**src/rtl/core/mfrp_pkg.sv**
```systemverilog
// Package for the meter frame receive parser.
// Holds the parse phase and result kind types, the result record and the frame constants.
// No dependencies.
package mfrp_pkg;

    localparam logic [7:0] START_BYTE = 8'h68;
    localparam logic [7:0] DI_OFFSET = 8'h33;
    localparam logic [7:0] MIN_LENGTH = 8'd4;
    localparam logic [2:0] ADDR_BYTES = 3'd6;
    localparam logic [2:0] IDENT_BYTES = 3'd4;
    localparam int FIFO_DEPTH = 4;

    typedef enum logic [2:0] {
        PH_HUNT    = 3'd0,
        PH_ADDR    = 3'd1,
        PH_START2  = 3'd2,
        PH_CTRL    = 3'd3,
        PH_LEN     = 3'd4,
        PH_DI      = 3'd5,
        PH_PAYLOAD = 3'd6
    } phase_t;

    typedef enum logic [1:0] {
        KIND_HEADER     = 2'd0,
        KIND_PAYLOAD    = 2'd1,
        KIND_INCOMPLETE = 2'd2,
        KIND_BADLEN     = 2'd3
    } kind_t;

    typedef struct packed {
        kind_t       kind;
        logic [31:0] data_identifier;
        logic [7:0]  payload_length;
        logic [7:0]  payload_byte;
        logic        frame_last;
    } result_t;

    typedef struct packed {
        logic [1:0] num;
        result_t    first;
        result_t    second;
    } push_t;

endpackage

```
**src/rtl/core/meter_frame_receive_parser_core.sv**
```systemverilog
// Meter frame receive parser, top level: parser state machine feeding a result queue.
// Each accepted byte's results are written into the registered result queue, whose head drives the output.
// Throughput: one byte per cycle while the queue has room; a byte that yields two results leaves them one at a time.
// The input is ready while the four-entry result queue has room for two results.
// Reset: synchronous, active low; returns to hunting for the start byte with an empty queue.
module meter_frame_receive_parser_core (
    input  logic        aclk,
    input  logic        aresetn,
    input  logic        s_valid,
    output logic        s_ready,
    input  logic [7:0]  s_rx_byte,
    input  logic        s_end_of_buffer,
    output logic        m_valid,
    input  logic        m_ready,
    output logic [1:0]  m_result_kind,
    output logic [31:0] m_data_identifier,
    output logic [7:0]  m_payload_length,
    output logic [7:0]  m_payload_byte,
    output logic        m_frame_last
);

    logic              take;
    logic              room;
    mfrp_pkg::push_t   push;
    mfrp_pkg::result_t head;

    assign s_ready = room;
    assign take = s_valid && room;

    mfrp_parser u_parser (
        .aclk          (aclk),
        .aresetn       (aresetn),
        .take          (take),
        .rx_byte       (s_rx_byte),
        .end_of_buffer (s_end_of_buffer),
        .push          (push)
    );

    mfrp_result_fifo u_fifo (
        .aclk       (aclk),
        .aresetn    (aresetn),
        .push       (push),
        .pop        (m_valid && m_ready),
        .room       (room),
        .head_valid (m_valid),
        .head       (head)
    );

    assign m_result_kind = head.kind;
    assign m_data_identifier = head.data_identifier;
    assign m_payload_length = head.payload_length;
    assign m_payload_byte = head.payload_byte;
    assign m_frame_last = head.frame_last;

endmodule

```
**src/rtl/core/mfrp_parser.sv**
```systemverilog
// Byte-wise frame parser state machine for the meter frame receive parser.
// Produces up to two results per accepted byte. Depends on mfrp_pkg.
module mfrp_parser (
    input  logic             aclk,
    input  logic             aresetn,
    input  logic             take,
    input  logic [7:0]       rx_byte,
    input  logic             end_of_buffer,
    output mfrp_pkg::push_t  push
);

    mfrp_pkg::phase_t phase_reg, phase_next;
    logic [2:0]       cnt_reg, cnt_next;
    logic [31:0]      acc_reg, acc_next;
    logic [7:0]       rem_reg, rem_next;

    logic [2:0]        cnt_inc;
    logic [7:0]        di_byte;
    logic [31:0]       acc_or;
    logic [7:0]        rem_dec;
    logic              main_valid;
    mfrp_pkg::result_t main_res;
    mfrp_pkg::result_t inc_res;
    logic              done;
    logic              incomplete;

    assign cnt_inc = cnt_reg + 3'd1;
    assign di_byte = rx_byte - mfrp_pkg::DI_OFFSET;
    assign acc_or  = acc_reg | (32'(di_byte) << {cnt_reg[1:0], 3'b000});
    assign rem_dec = rem_reg - 8'd1;

    // Result of the byte itself.
    always_comb begin
        main_valid = 1'b0;
        main_res = '0;
        case (phase_reg)
            mfrp_pkg::PH_LEN: begin
                if (rx_byte < mfrp_pkg::MIN_LENGTH) begin
                    main_valid = 1'b1;
                    main_res.kind = mfrp_pkg::KIND_BADLEN;
                    main_res.frame_last = 1'b1;
                end
            end
            mfrp_pkg::PH_DI: begin
                if (cnt_inc >= mfrp_pkg::IDENT_BYTES) begin
                    main_valid = 1'b1;
                    main_res.kind = mfrp_pkg::KIND_HEADER;
                    main_res.data_identifier = acc_or;
                    main_res.payload_length = rem_reg;
                    main_res.frame_last = (rem_reg == 8'd0);
                end
            end
            mfrp_pkg::PH_PAYLOAD: begin
                main_valid = 1'b1;
                main_res.kind = mfrp_pkg::KIND_PAYLOAD;
                main_res.payload_byte = rx_byte;
                main_res.frame_last = (rem_dec == 8'd0);
            end
            default: begin
                main_valid = 1'b0;
            end
        endcase
    end

    assign done = main_valid && main_res.frame_last;
    assign incomplete = end_of_buffer && !done;

    always_comb begin
        inc_res = '0;
        inc_res.kind = mfrp_pkg::KIND_INCOMPLETE;
        inc_res.frame_last = 1'b1;
        push.num = take ? (2'(main_valid) + 2'(incomplete)) : 2'd0;
        push.first = main_valid ? main_res : inc_res;
        push.second = inc_res;
    end

    // Next state.
    always_comb begin
        phase_next = phase_reg;
        cnt_next = cnt_reg;
        acc_next = acc_reg;
        rem_next = rem_reg;
        case (phase_reg)
            mfrp_pkg::PH_HUNT: begin
                if (rx_byte == mfrp_pkg::START_BYTE) begin
                    phase_next = mfrp_pkg::PH_ADDR;
                    cnt_next = 3'd0;
                end
            end
            mfrp_pkg::PH_ADDR: begin
                if (cnt_inc >= mfrp_pkg::ADDR_BYTES) begin
                    phase_next = mfrp_pkg::PH_START2;
                    cnt_next = 3'd0;
                end else begin
                    cnt_next = cnt_inc;
                end
            end
            mfrp_pkg::PH_START2: begin
                phase_next = mfrp_pkg::PH_CTRL;
            end
            mfrp_pkg::PH_CTRL: begin
                phase_next = mfrp_pkg::PH_LEN;
            end
            mfrp_pkg::PH_LEN: begin
                if (rx_byte < mfrp_pkg::MIN_LENGTH) begin
                    phase_next = mfrp_pkg::PH_HUNT;
                end else begin
                    rem_next = rx_byte - mfrp_pkg::MIN_LENGTH;
                    acc_next = 32'd0;
                    cnt_next = 3'd0;
                    phase_next = mfrp_pkg::PH_DI;
                end
            end
            mfrp_pkg::PH_DI: begin
                acc_next = acc_or;
                if (cnt_inc >= mfrp_pkg::IDENT_BYTES) begin
                    cnt_next = 3'd0;
                    phase_next = (rem_reg == 8'd0) ? mfrp_pkg::PH_HUNT : mfrp_pkg::PH_PAYLOAD;
                end else begin
                    cnt_next = cnt_inc;
                end
            end
            mfrp_pkg::PH_PAYLOAD: begin
                rem_next = rem_dec;
                if (rem_dec == 8'd0) begin
                    phase_next = mfrp_pkg::PH_HUNT;
                end
            end
            default: begin
                phase_next = mfrp_pkg::PH_HUNT;
            end
        endcase
        if (incomplete) begin
            phase_next = mfrp_pkg::PH_HUNT;
            cnt_next = 3'd0;
            rem_next = 8'd0;
        end
    end

    always_ff @(posedge aclk) begin
        if (!aresetn) begin
            phase_reg <= mfrp_pkg::PH_HUNT;
            cnt_reg <= 3'd0;
            acc_reg <= 32'd0;
            rem_reg <= 8'd0;
        end else if (take) begin
            phase_reg <= phase_next;
            cnt_reg <= cnt_next;
            acc_reg <= acc_next;
            rem_reg <= rem_next;
        end
    end

endmodule

```
**src/rtl/core/mfrp_result_fifo.sv**
```systemverilog
// Result queue for the meter frame receive parser: takes up to two results a cycle
// and presents one at a time. Depends on mfrp_pkg.
module mfrp_result_fifo (
    input  logic              aclk,
    input  logic              aresetn,
    input  mfrp_pkg::push_t   push,
    input  logic              pop,
    output logic              room,
    output logic              head_valid,
    output mfrp_pkg::result_t head
);

    localparam int PtrW = $clog2(mfrp_pkg::FIFO_DEPTH);
    localparam int CntW = PtrW + 1;

    mfrp_pkg::result_t entries_reg [mfrp_pkg::FIFO_DEPTH];
    logic [PtrW-1:0]   wr_ptr_reg, wr_ptr_next;
    logic [PtrW-1:0]   rd_ptr_reg, rd_ptr_next;
    logic [CntW-1:0]   count_reg, count_next;
    logic [PtrW-1:0]   wr_ptr_plus1;

    assign wr_ptr_plus1 = wr_ptr_reg + PtrW'(1);
    assign room = (count_reg <= CntW'(mfrp_pkg::FIFO_DEPTH - 2));
    assign head_valid = (count_reg != '0);
    assign head = entries_reg[rd_ptr_reg];

    always_comb begin
        wr_ptr_next = wr_ptr_reg + PtrW'(push.num);
        rd_ptr_next = rd_ptr_reg + PtrW'(pop);
        count_next = count_reg + CntW'(push.num) - CntW'(pop);
    end

    always_ff @(posedge aclk) begin
        if (!aresetn) begin
            wr_ptr_reg <= '0;
            rd_ptr_reg <= '0;
            count_reg <= '0;
        end else begin
            wr_ptr_reg <= wr_ptr_next;
            rd_ptr_reg <= rd_ptr_next;
            count_reg <= count_next;
        end
    end

    always_ff @(posedge aclk) begin
        if (push.num != 2'd0) begin
            entries_reg[wr_ptr_reg] <= push.first;
        end
        if (push.num == 2'd2) begin
            entries_reg[wr_ptr_plus1] <= push.second;
        end
    end

endmodule

```
**config.mk**
```make
export PLATFORM = sky130hd
export DESIGN_NAME = meter_frame_receive_parser_core
export DESIGN_NICKNAME = d
export VERILOG_FILES = /design/src/rtl/core/mfrp_pkg.sv /design/src/rtl/core/meter_frame_receive_parser_core.sv /design/src/rtl/core/mfrp_parser.sv /design/src/rtl/core/mfrp_result_fifo.sv
export SDC_FILE = /design/constraint.sdc
export NUM_CORES = 1
export LEC_CHECK = 0
export ABC_AREA = 1
export BUFFER_PORTS_ARGS = -buffer_cell sky130_fd_sc_hd__buf_2
export CAP_MARGIN = 20
export CORE_ASPECT_RATIO = 1.25
export CORE_MARGIN = 2
export CORE_UTILIZATION = 45
export DETAILED_ROUTE_END_ITERATION = 6
export PLACE_DENSITY = 0.62
export SLEW_MARGIN = 20
export SYNTH_ARGS = -nofsm -noshare
export SYNTH_HDL_FRONTEND = slang
export SYNTH_SLANG_ARGS = --single-unit
```
**constraint.sdc**
```tcl
create_clock -name aclk -period 3.05 [get_ports aclk]
set_input_delay 0.1525 -clock aclk [delete_from_list [all_inputs] [get_ports aclk]]
set_output_delay 0.1525 -clock aclk [all_outputs]
set_load 0.01 [all_outputs]
```
==> results of run 1 <==
-- stage by stage --
step,util,setup TNS (ns),cell area [µm²]
final,0.5376,0,13550
after floorplan,-,0,11540
after CTS,0.5294,0,13350
after detailed placement,0.4937,-0.03259,12450
after global placement,0.4937,0,12450
after global routing,0.5376,-0.5657,13550
-- power breakdown --
part	switching [mW]	internal (mW)
clock	1.37	1.92
combinational	2.74	1.82
sequential	0.579	4.46
-- cell usage in the layout, fill, tap and decap left out, types with 3 or more instances in the layout --
cell,synthesis,layout
sky130_fd_sc_hd__buf_2,30,65
sky130_fd_sc_hd__nor2_2,8,10
sky130_fd_sc_hd__buf_12,0,11
sky130_fd_sc_hd__ha_4,0,4
sky130_fd_sc_hd__a31oi_1,9,9
sky130_fd_sc_hd__nor2_1,212,208
sky130_fd_sc_hd__nor3_1,4,4
sky130_fd_sc_hd__clkbuf_1,75,7
sky130_fd_sc_hd__ha_1,14,10
sky130_fd_sc_hd__o21ai_0,260,241
sky130_fd_sc_hd__xnor2_1,4,3
sky130_fd_sc_hd__dfxtp_1,257,253
sky130_fd_sc_hd__o22ai_1,50,50
sky130_fd_sc_hd__nand2_1,196,194
sky130_fd_sc_hd__or2_2,6,6
sky130_fd_sc_hd__inv_4,1,4
sky130_fd_sc_hd__nor2_4,3,5
sky130_fd_sc_hd__inv_1,76,69
sky130_fd_sc_hd__clkinv_2,0,6
sky130_fd_sc_hd__xor2_1,5,5
sky130_fd_sc_hd__a211oi_1,6,6
sky130_fd_sc_hd__and3_1,4,4
sky130_fd_sc_hd__nand2_2,2,3
sky130_fd_sc_hd__nand3_1,27,26
sky130_fd_sc_hd__o21ai_2,1,4
sky130_fd_sc_hd__a21oi_1,205,204
sky130_fd_sc_hd__inv_2,16,20
sky130_fd_sc_hd__nand3_2,9,10
sky130_fd_sc_hd__o21bai_1,12,12
sky130_fd_sc_hd__a21oi_2,10,11
sky130_fd_sc_hd__o21ai_1,54,70
sky130_fd_sc_hd__clkbuf_8,0,8
sky130_fd_sc_hd__dfxtp_2,0,3
sky130_fd_sc_hd__buf_4,5,61
sky130_fd_sc_hd__clkbuf_16,0,30
-- metal layers --
| layer | track usage | vias up | routed length, µm |
|---|---|---|---|
| met2 | 0.4247 | 317 | 16820 |
| li1 | - | 5454 | - |
| met5 | 0 | - | 0 |
| met1 | 0.3533 | 5289 | 15770 |
| met3 | 0.02910 | 53 | 2015 |
| met4 | 0.07077 | 0 | 778 |
-- critical path: cells and delay by family (launching register included) --
family                     cells  cell delay, ns
AOI/OAI and AO/OA              1            0.21
DFF                            1            0.41
xor gates and xnor gates       1            0.16
and+or+nand+nor                7            0.77
adders and majority gates      3            0.84
buffers and inverters          5            0.41
-- path summary, 6_finish.rpt --
kind	endpoint	slack (ns)	cells after the start
max reg2reg	u_fifo.count_reg[2]	0.12	17
min reg2reg	u_parser.acc_reg[26]	0.45	2
max	u_fifo.count_reg[2]	0.12	17
min	u_fifo.entries_reg[0][2]	0.04	3
-- cell type report --
class,instances,area share
multi-input cells,1113,0.4154
flip-flops and latches,257,0.3801
repair buffers,141,0.08040
clock buffers,42,0.05991
well taps,335,0.03092
inverters,95,0.02732
clock inverters,8,0.005908
-- repair_timing --
| item | CTS | global route |
|---|---|---|
| cloned | 0 | 3 |
| endpoints found under the hold margin | 0 | 0 |
| resized for setup | 2 | 46 |
| buffers inserted | 0 | 3 |
| pin swaps | 0 | 12 |
| endpoints found under the setup margin | 2 | 149 |
-- cells by family after synthesis --
group / synth area share
fa+ha+maj: 0.01695
simple gates: 0.1750
flops: 0.4468
compound gates: 0.2805
buf+inv: 0.07388
xor+xnor: 0.006844
==> metrics, run 1 <==
outcome finished, final reports clean; maximum resistive drop on vdd 0.4564 mV; master of the slowest instance on the critical path sky130_fd_sc_hd__dfxtp_1; x dimension of the die 147.1 µm; Cells after DPL 1935; largest stage delay on the critical path 0.41 ns; Ports 66; final weighted congestion in routability-driven placement 0.9266; unrepaired setup endpoints after global routing yes; # setup viols final 0; mean instance size in the synthesized netlist 7.298 µm²; area growth from synthesis to layout 17.70%; most common cell in the synthesized netlist sky130_fd_sc_hd__o21ai_0; Clock Pin Slew Worst Setup and Hold Paths 0.06 ns; FF/Latch Area 5152 µm²; worst hold slack after final layout 0.04018 ns; DIE AREA 26900 µm²; most used flip-flop cell after synthesis sky130_fd_sc_hd__dfxtp_1; synthesized netlist net count 1606; number of iterations in the first detailed-routing pass 5; maximum net fanout on the critical path 4; global-route wire length before repair 56.26 mm; Net count, final 1663; type of element capturing the critical path flop; Clock Tree Buf Depth 3; Inserted Clock Buffers 27; vias in the first global route 10556; number of vias after detailed routing 11113; count of flip-flops with a built-in enable after synthesis 0; launching element type of the critical path flop; Min-Delay Startpoint s_rx_byte[1]; Min-Delay Path Class in2reg; fin crit period 2.925 ns; number of warnings printed during yosys synthesis 0; fraction of synthesized cell area taken by the top area cell type 0.4468; Cell Rows 65; wire length after detailed routing 35.38 mm; clock sink total 257; Routed Antenna Nets 0; cell breakdown of the critical path inv_1, nand2_1, nor2_4, nand2_1, nor2_1, a21oi_2, nand3_4, inv_4, ha_4, inv_1, nor2_2, inv_2, ha_1, fa_2, xor2_1, inv_1, nor2_1; most frequent cell on the critical path sky130_fd_sc_hd__inv_1; root buf cell sky130_fd_sc_hd__clkbuf_16; Detail Placement HPWL 21.76 mm; flops & latches, synth 257; kind of critical path reg2reg; sequential share of the synthesized area 0.4468; origin of the critical flop-to-flop path u_parser.rem_reg[3]; dominant cell type by area after synthesis sky130_fd_sc_hd__dfxtp_1; cell area after synthesis 11520 µm²; IO buf count 65; max-cap violation count 0; # DRC 0; total track usage 0.2557; maximum number of pins on one net before global-route repair 71; required time worst endpoint 3.47 ns; clock latency reported for the late side of the worst-skew pair 0.55 ns; peak clock frequency supported by timing 0.3419 GHz; routed wire length per instance 17.77 µm; final max-slew violation count 0; area used by multi-input combinational logic 5630 µm²; worst slew margin relative to its limit 0.5669; number of levels the H-tree was split into 1; top post-synthesis cells by area sky130_fd_sc_hd__dfxtp_1, sky130_fd_sc_hd__o21ai_0, sky130_fd_sc_hd__a21oi_1; initial core utilization 0.4568; vias per cell 5.582; count of final hold-check violations 0; drt first-iter violations 924; die height 182.9 µm; total grt overflow 0; minimum setup slack in the final design 0.1249 ns; portion of the clock cycle consumed by the worst path in the final layout 0.9591; Crit. Startpoint u_parser.rem_reg[3]; flip-flop count of the largest register, all copies and words added 204; non-filler cells, final 1991; number of distinct library cells after synthesis 41; Arr. time, crit path 3.35 ns; area of the placeable core 25210 µm²; synthesized netlist cell count 1578; Leakage Power 5.630 nW; clock tree from TritonCTS built; proportion of synthesized flip-flops having asynchronous set or reset 0; top cell types by occurrence after synthesis sky130_fd_sc_hd__o21ai_0, sky130_fd_sc_hd__dfxtp_1, sky130_fd_sc_hd__nor2_1; slew at the pin closest to its max-slew limit 0.6497 ns; fraction of layout cells with a size suffix above 1 0.1649; number of diodes 0; number of antenna violations at the first check in global routing 0; number of filler cells placed in the layout 2473; dpl ws -0.02634 ns; PnR Total Power 12.89 mW; hold_buf cts 0; largest clock skew in the final design 0.02078 ns; total power divided by cell area 951.0 nW/µm²
No activity file was read; power rests on OpenSTA's default activity.
==> run 2: changes to the inputs <==
--- a/config.mk
+++ b/config.mk
@@ -8,11 +8,13 @@
 export ABC_AREA = 1
 export BUFFER_PORTS_ARGS = -buffer_cell sky130_fd_sc_hd__buf_2
 export CAP_MARGIN = 20
+export CELL_PAD_IN_SITES_DETAIL_PLACEMENT = 0
+export CELL_PAD_IN_SITES_GLOBAL_PLACEMENT = 1
 export CORE_ASPECT_RATIO = 1.25
 export CORE_MARGIN = 2
-export CORE_UTILIZATION = 45
+export CORE_UTILIZATION = 32
 export DETAILED_ROUTE_END_ITERATION = 6
-export PLACE_DENSITY = 0.62
+export PLACE_DENSITY = 0.66
 export SLEW_MARGIN = 20
 export SYNTH_ARGS = -nofsm -noshare
 export SYNTH_HDL_FRONTEND = slang
==> run 2 against run 1 <==
Effect of this change:
- global-route usage down 6.0 points
- hold slack improved by 0.014 ns
- sequential power fell by 0.8%
- first-iteration DRC count shrank 24%
- combinational power up 2%
- die area up 40%
- cell area is 0.59% higher
- clock-buffer cell count grew 1
- critical path depth rose by 4
- sequential share of layout area decreased by 0.22 points
- total power increased by 0.52%
- largest power group unchanged
==> metrics, run 2 (synthesis results as in run 1) <==
flip-flop count of the largest register, all copies and words added 204 (unchanged); most common cell after layout, fill and taps aside sky130_fd_sc_hd__o21ai_0; R2R Path End u_fifo.count_reg[2]; clock share of power 0.256 (about the same); type of element capturing the critical path flop; wire length after detailed routing 37.68 mm (+6.5%); master of the slowest instance on the critical path sky130_fd_sc_hd__fa_2; area of the placeable core 35450 µm² (+41%); vias per cell 5.118 (-8.3%); capture point of the worst path u_fifo.count_reg[2]; worst slew margin relative to its limit 0.4666 (-0.1002); Arr. time, crit path 3.38 ns (+0.03 ns); Min-Delay Path Class in2reg; maximum resistive drop on vdd 0.4541 mV (-0.49%); count of final hold-check violations 0 (unchanged); proportion of power drawn by flip-flops and latches 0.386 (-0.005); required time worst endpoint 3.49 ns (+0.02 ns); core utilization of the finished layout 0.3846 (-0.1531); worst hold slack after final layout 0.05419 ns (+0.01401 ns); root buf cell sky130_fd_sc_hd__clkbuf_16; max-cap violation count 0 (unchanged); number of antenna violations at the first check in global routing 0 (unchanged); number of diodes 0 (unchanged); IO buf count 65 (unchanged); Cell Rows 77 (+18%); Net count, final 1663 (unchanged); launching element type of the critical path flop; number of iterations in the first detailed-routing pass 5 (unchanged); sum of negative setup slack 0 ns (unchanged); largest clock skew in the final design 0.01996 ns (-0.0008197 ns); Leakage Power 5.583 nW (-0.83%); final max-slew violation count 0 (unchanged); # DRC 0 (unchanged); non-filler cells, final 2126 (+6.8%); Clock Tree Buf Depth 3 (unchanged); net switching power of the design 4.752 mW (+1.4%); final weighted congestion in routability-driven placement 0.9014 (-2.7%); initial core utilization 0.3248 (-0.1320); total grt overflow 0 (unchanged); clock tree from TritonCTS built; logic depth of the worst register-to-register path 21 (+4); slew at the pin closest to its max-slew limit 0.7929 ns (+0.1432 ns); reg2reg setup slack 0.11 ns (about the same); largest stage delay on the critical path 0.37 ns (-0.04 ns); commonest cells after routing, fill and taps aside sky130_fd_sc_hd__o21ai_0, sky130_fd_sc_hd__dfxtp_1, sky130_fd_sc_hd__nor2_1, sky130_fd_sc_hd__a21oi_1, sky130_fd_sc_hd__nand2_1; Ports 66 (unchanged); origin of the critical flop-to-flop path u_parser.rem_reg[1]; die height 216.1 µm (+18%); maximum number of pins on one net before global-route repair 57 (-20%); clock sink total 257 (unchanged); unrepaired setup endpoints after global routing yes; total power divided by cell area 950.3 nW/µm² (about the same); maximum net fanout on the critical path 4 (unchanged); Clock Pin Slew Worst Setup and Hold Paths 0.06 ns (about the same); Crit. Startpoint u_parser.rem_reg[1]; drt first-iter violations 700 (-24%); area growth from synthesis to layout 18.39%; vias in the first global route 10243 (-3.0%); kind of critical path reg2reg; clock latency reported for the late side of the worst-skew pair 0.56 ns (about the same); fin crit period 2.938 ns (+0.01316 ns); fraction of power spent switching nets 0.3668 (+0.003192); Inserted Clock Buffers 28 (+3.7%); Routed Antenna Nets 0 (unchanged); gate family responsible for the most delay along the worst path adder cells; Cells after DPL 2075 (+7.2%); cell breakdown of the critical path inv_2, ha_4, nand2_4, nor2_4, nand2_1, nor2_1, a21oi_2, nand3_4, inv_4, ha_4, inv_2, nor2_4, inv_2, ha_4, inv_2, ha_4, inv_2, fa_2, xor2_1, inv_1, nor2_1; critical path buffer and inverter count 7 (+2); internal power of the cells 8.205 mW (about the same); DIE AREA 37530 µm² (+40%); stages on the worst setup path 21 (+4); portion of the clock cycle consumed by the worst path in the final layout 0.9634 (+0.004315); peak clock frequency supported by timing 0.3403 GHz (-0.45%); # setup viols final 0 (unchanged); total track usage 0.1959 (-0.05980); hold_buf cts 0 (unchanged); number of levels the H-tree was split into 1 (unchanged); number of vias after detailed routing 10881 (-2.1%); most frequent cell on the critical path sky130_fd_sc_hd__inv_2; outcome finished, final reports clean; x dimension of the die 173.7 µm (+18%); Detail Placement HPWL 24.51 mm (+13%); number of filler cells placed in the layout 3804 (+54%); portion of total power attributed to combinational logic 0.358 (+0.004); global-route wire length before repair 58.81 mm (+4.5%); fraction of layout cells with a size suffix above 1 0.1592 (-0.005654); routed wire length per instance 17.72 µm (-0.28%)
## run 2: changes by cell type in the layout (fill, tap and decap cells not counted), sizes merged
cell      previous run  this run
buf                138       140
clkbuf              45        43
clkinv               7         5
clkinvlp             1         0
inv                 94        93
## run 2: layout make-up
cell class,count,area (µm²),area share
Clock inverter,4,56.30,0.004130
Multi-Input combinational cell,1113,5610,0.4115
Sequential cell,257,5152,0.3779
Clock buffer,43,827.0,0.06066
Timing Repair Buffer,140,1033,0.07580
Tap cell,474,593.1,0.04350
Inverter,95,361.6,0.02652
## run 2: what timing repair did
| action | CTS | global route |
|---|---|---|
| gates resized for setup | 1 | 21 |
| setup endpoints to repair | 1 | 188 |
| buffers inserted | 0 | 4 |
| pin swaps | 0 | 12 |
## run 2: worst min path at each step
stage | start | endpoint | slack (ns) | depth (start not counted)
final | s_rx_byte[1] | u_fifo.entries_reg[1][2] | 0.05 | 3
after global routing | s_rx_byte[1] | u_fifo.entries_reg[2][2] | 0.05 | 3
after CTS | s_rx_byte[1] | u_fifo.entries_reg[1][2] | 0.02 | 3
after detailed placement | u_parser.acc_reg[28] | u_parser.acc_reg[28] | 0.45 | 2
after global placement | u_parser.acc_reg[28] | u_parser.acc_reg[28] | 0.44 | 2
after floorplan | s_rx_byte[0] | u_fifo.entries_reg[2][1] | 0.36 | 2
## run 2: power groups by stage
| stage | clock, mW | combinational, mW | sequential, mW |
|---|---|---|---|
| 2_1_floorplan | 0 | 3.10 | 4.89 |
| 3_3_place_gp | 0 | 4.58 | 5.03 |
| 3_5_place_dp | 0 | 4.62 | 5.03 |
| 4_1_cts | 3.40 | 4.64 | 4.98 |
| 5_1_grt | 3.53 | 5.21 | 5.12 |
| 6_report | 3.32 | 4.64 | 5.00 |
## run 2: per-stage QoR
stage | power (mW) | setup WS (ns) | instance area [µm²]
floorplan | 7.988 | 0.01990 | 11540
global placement | 9.607 | 0.01040 | 12640
detailed placement | 9.654 | 0.01017 | 12640
CTS | 13.03 | 0.007693 | 13530
global route | 13.87 | -0.03437 | 13630
finish | 12.96 | 0.1117 | 13630
## run 2: worst min-delay path, stage by stage
cell and delay [ns]:
sky130_fd_sc_hd__buf_2 0.14, sky130_fd_sc_hd__nand2_1 0.17, sky130_fd_sc_hd__a21oi_1 0.09
## run 2: per-layer routing
metal / wire length (µm) / global-route usage / share of wire
met1: 17670 / 0.2646 / 0.47
met2: 17250 / 0.3216 / 0.46
met3: 1638 / 0.02561 / 0.043
met4: 1119 / 0.06975 / 0.030
met5: 0 / 0 / 0
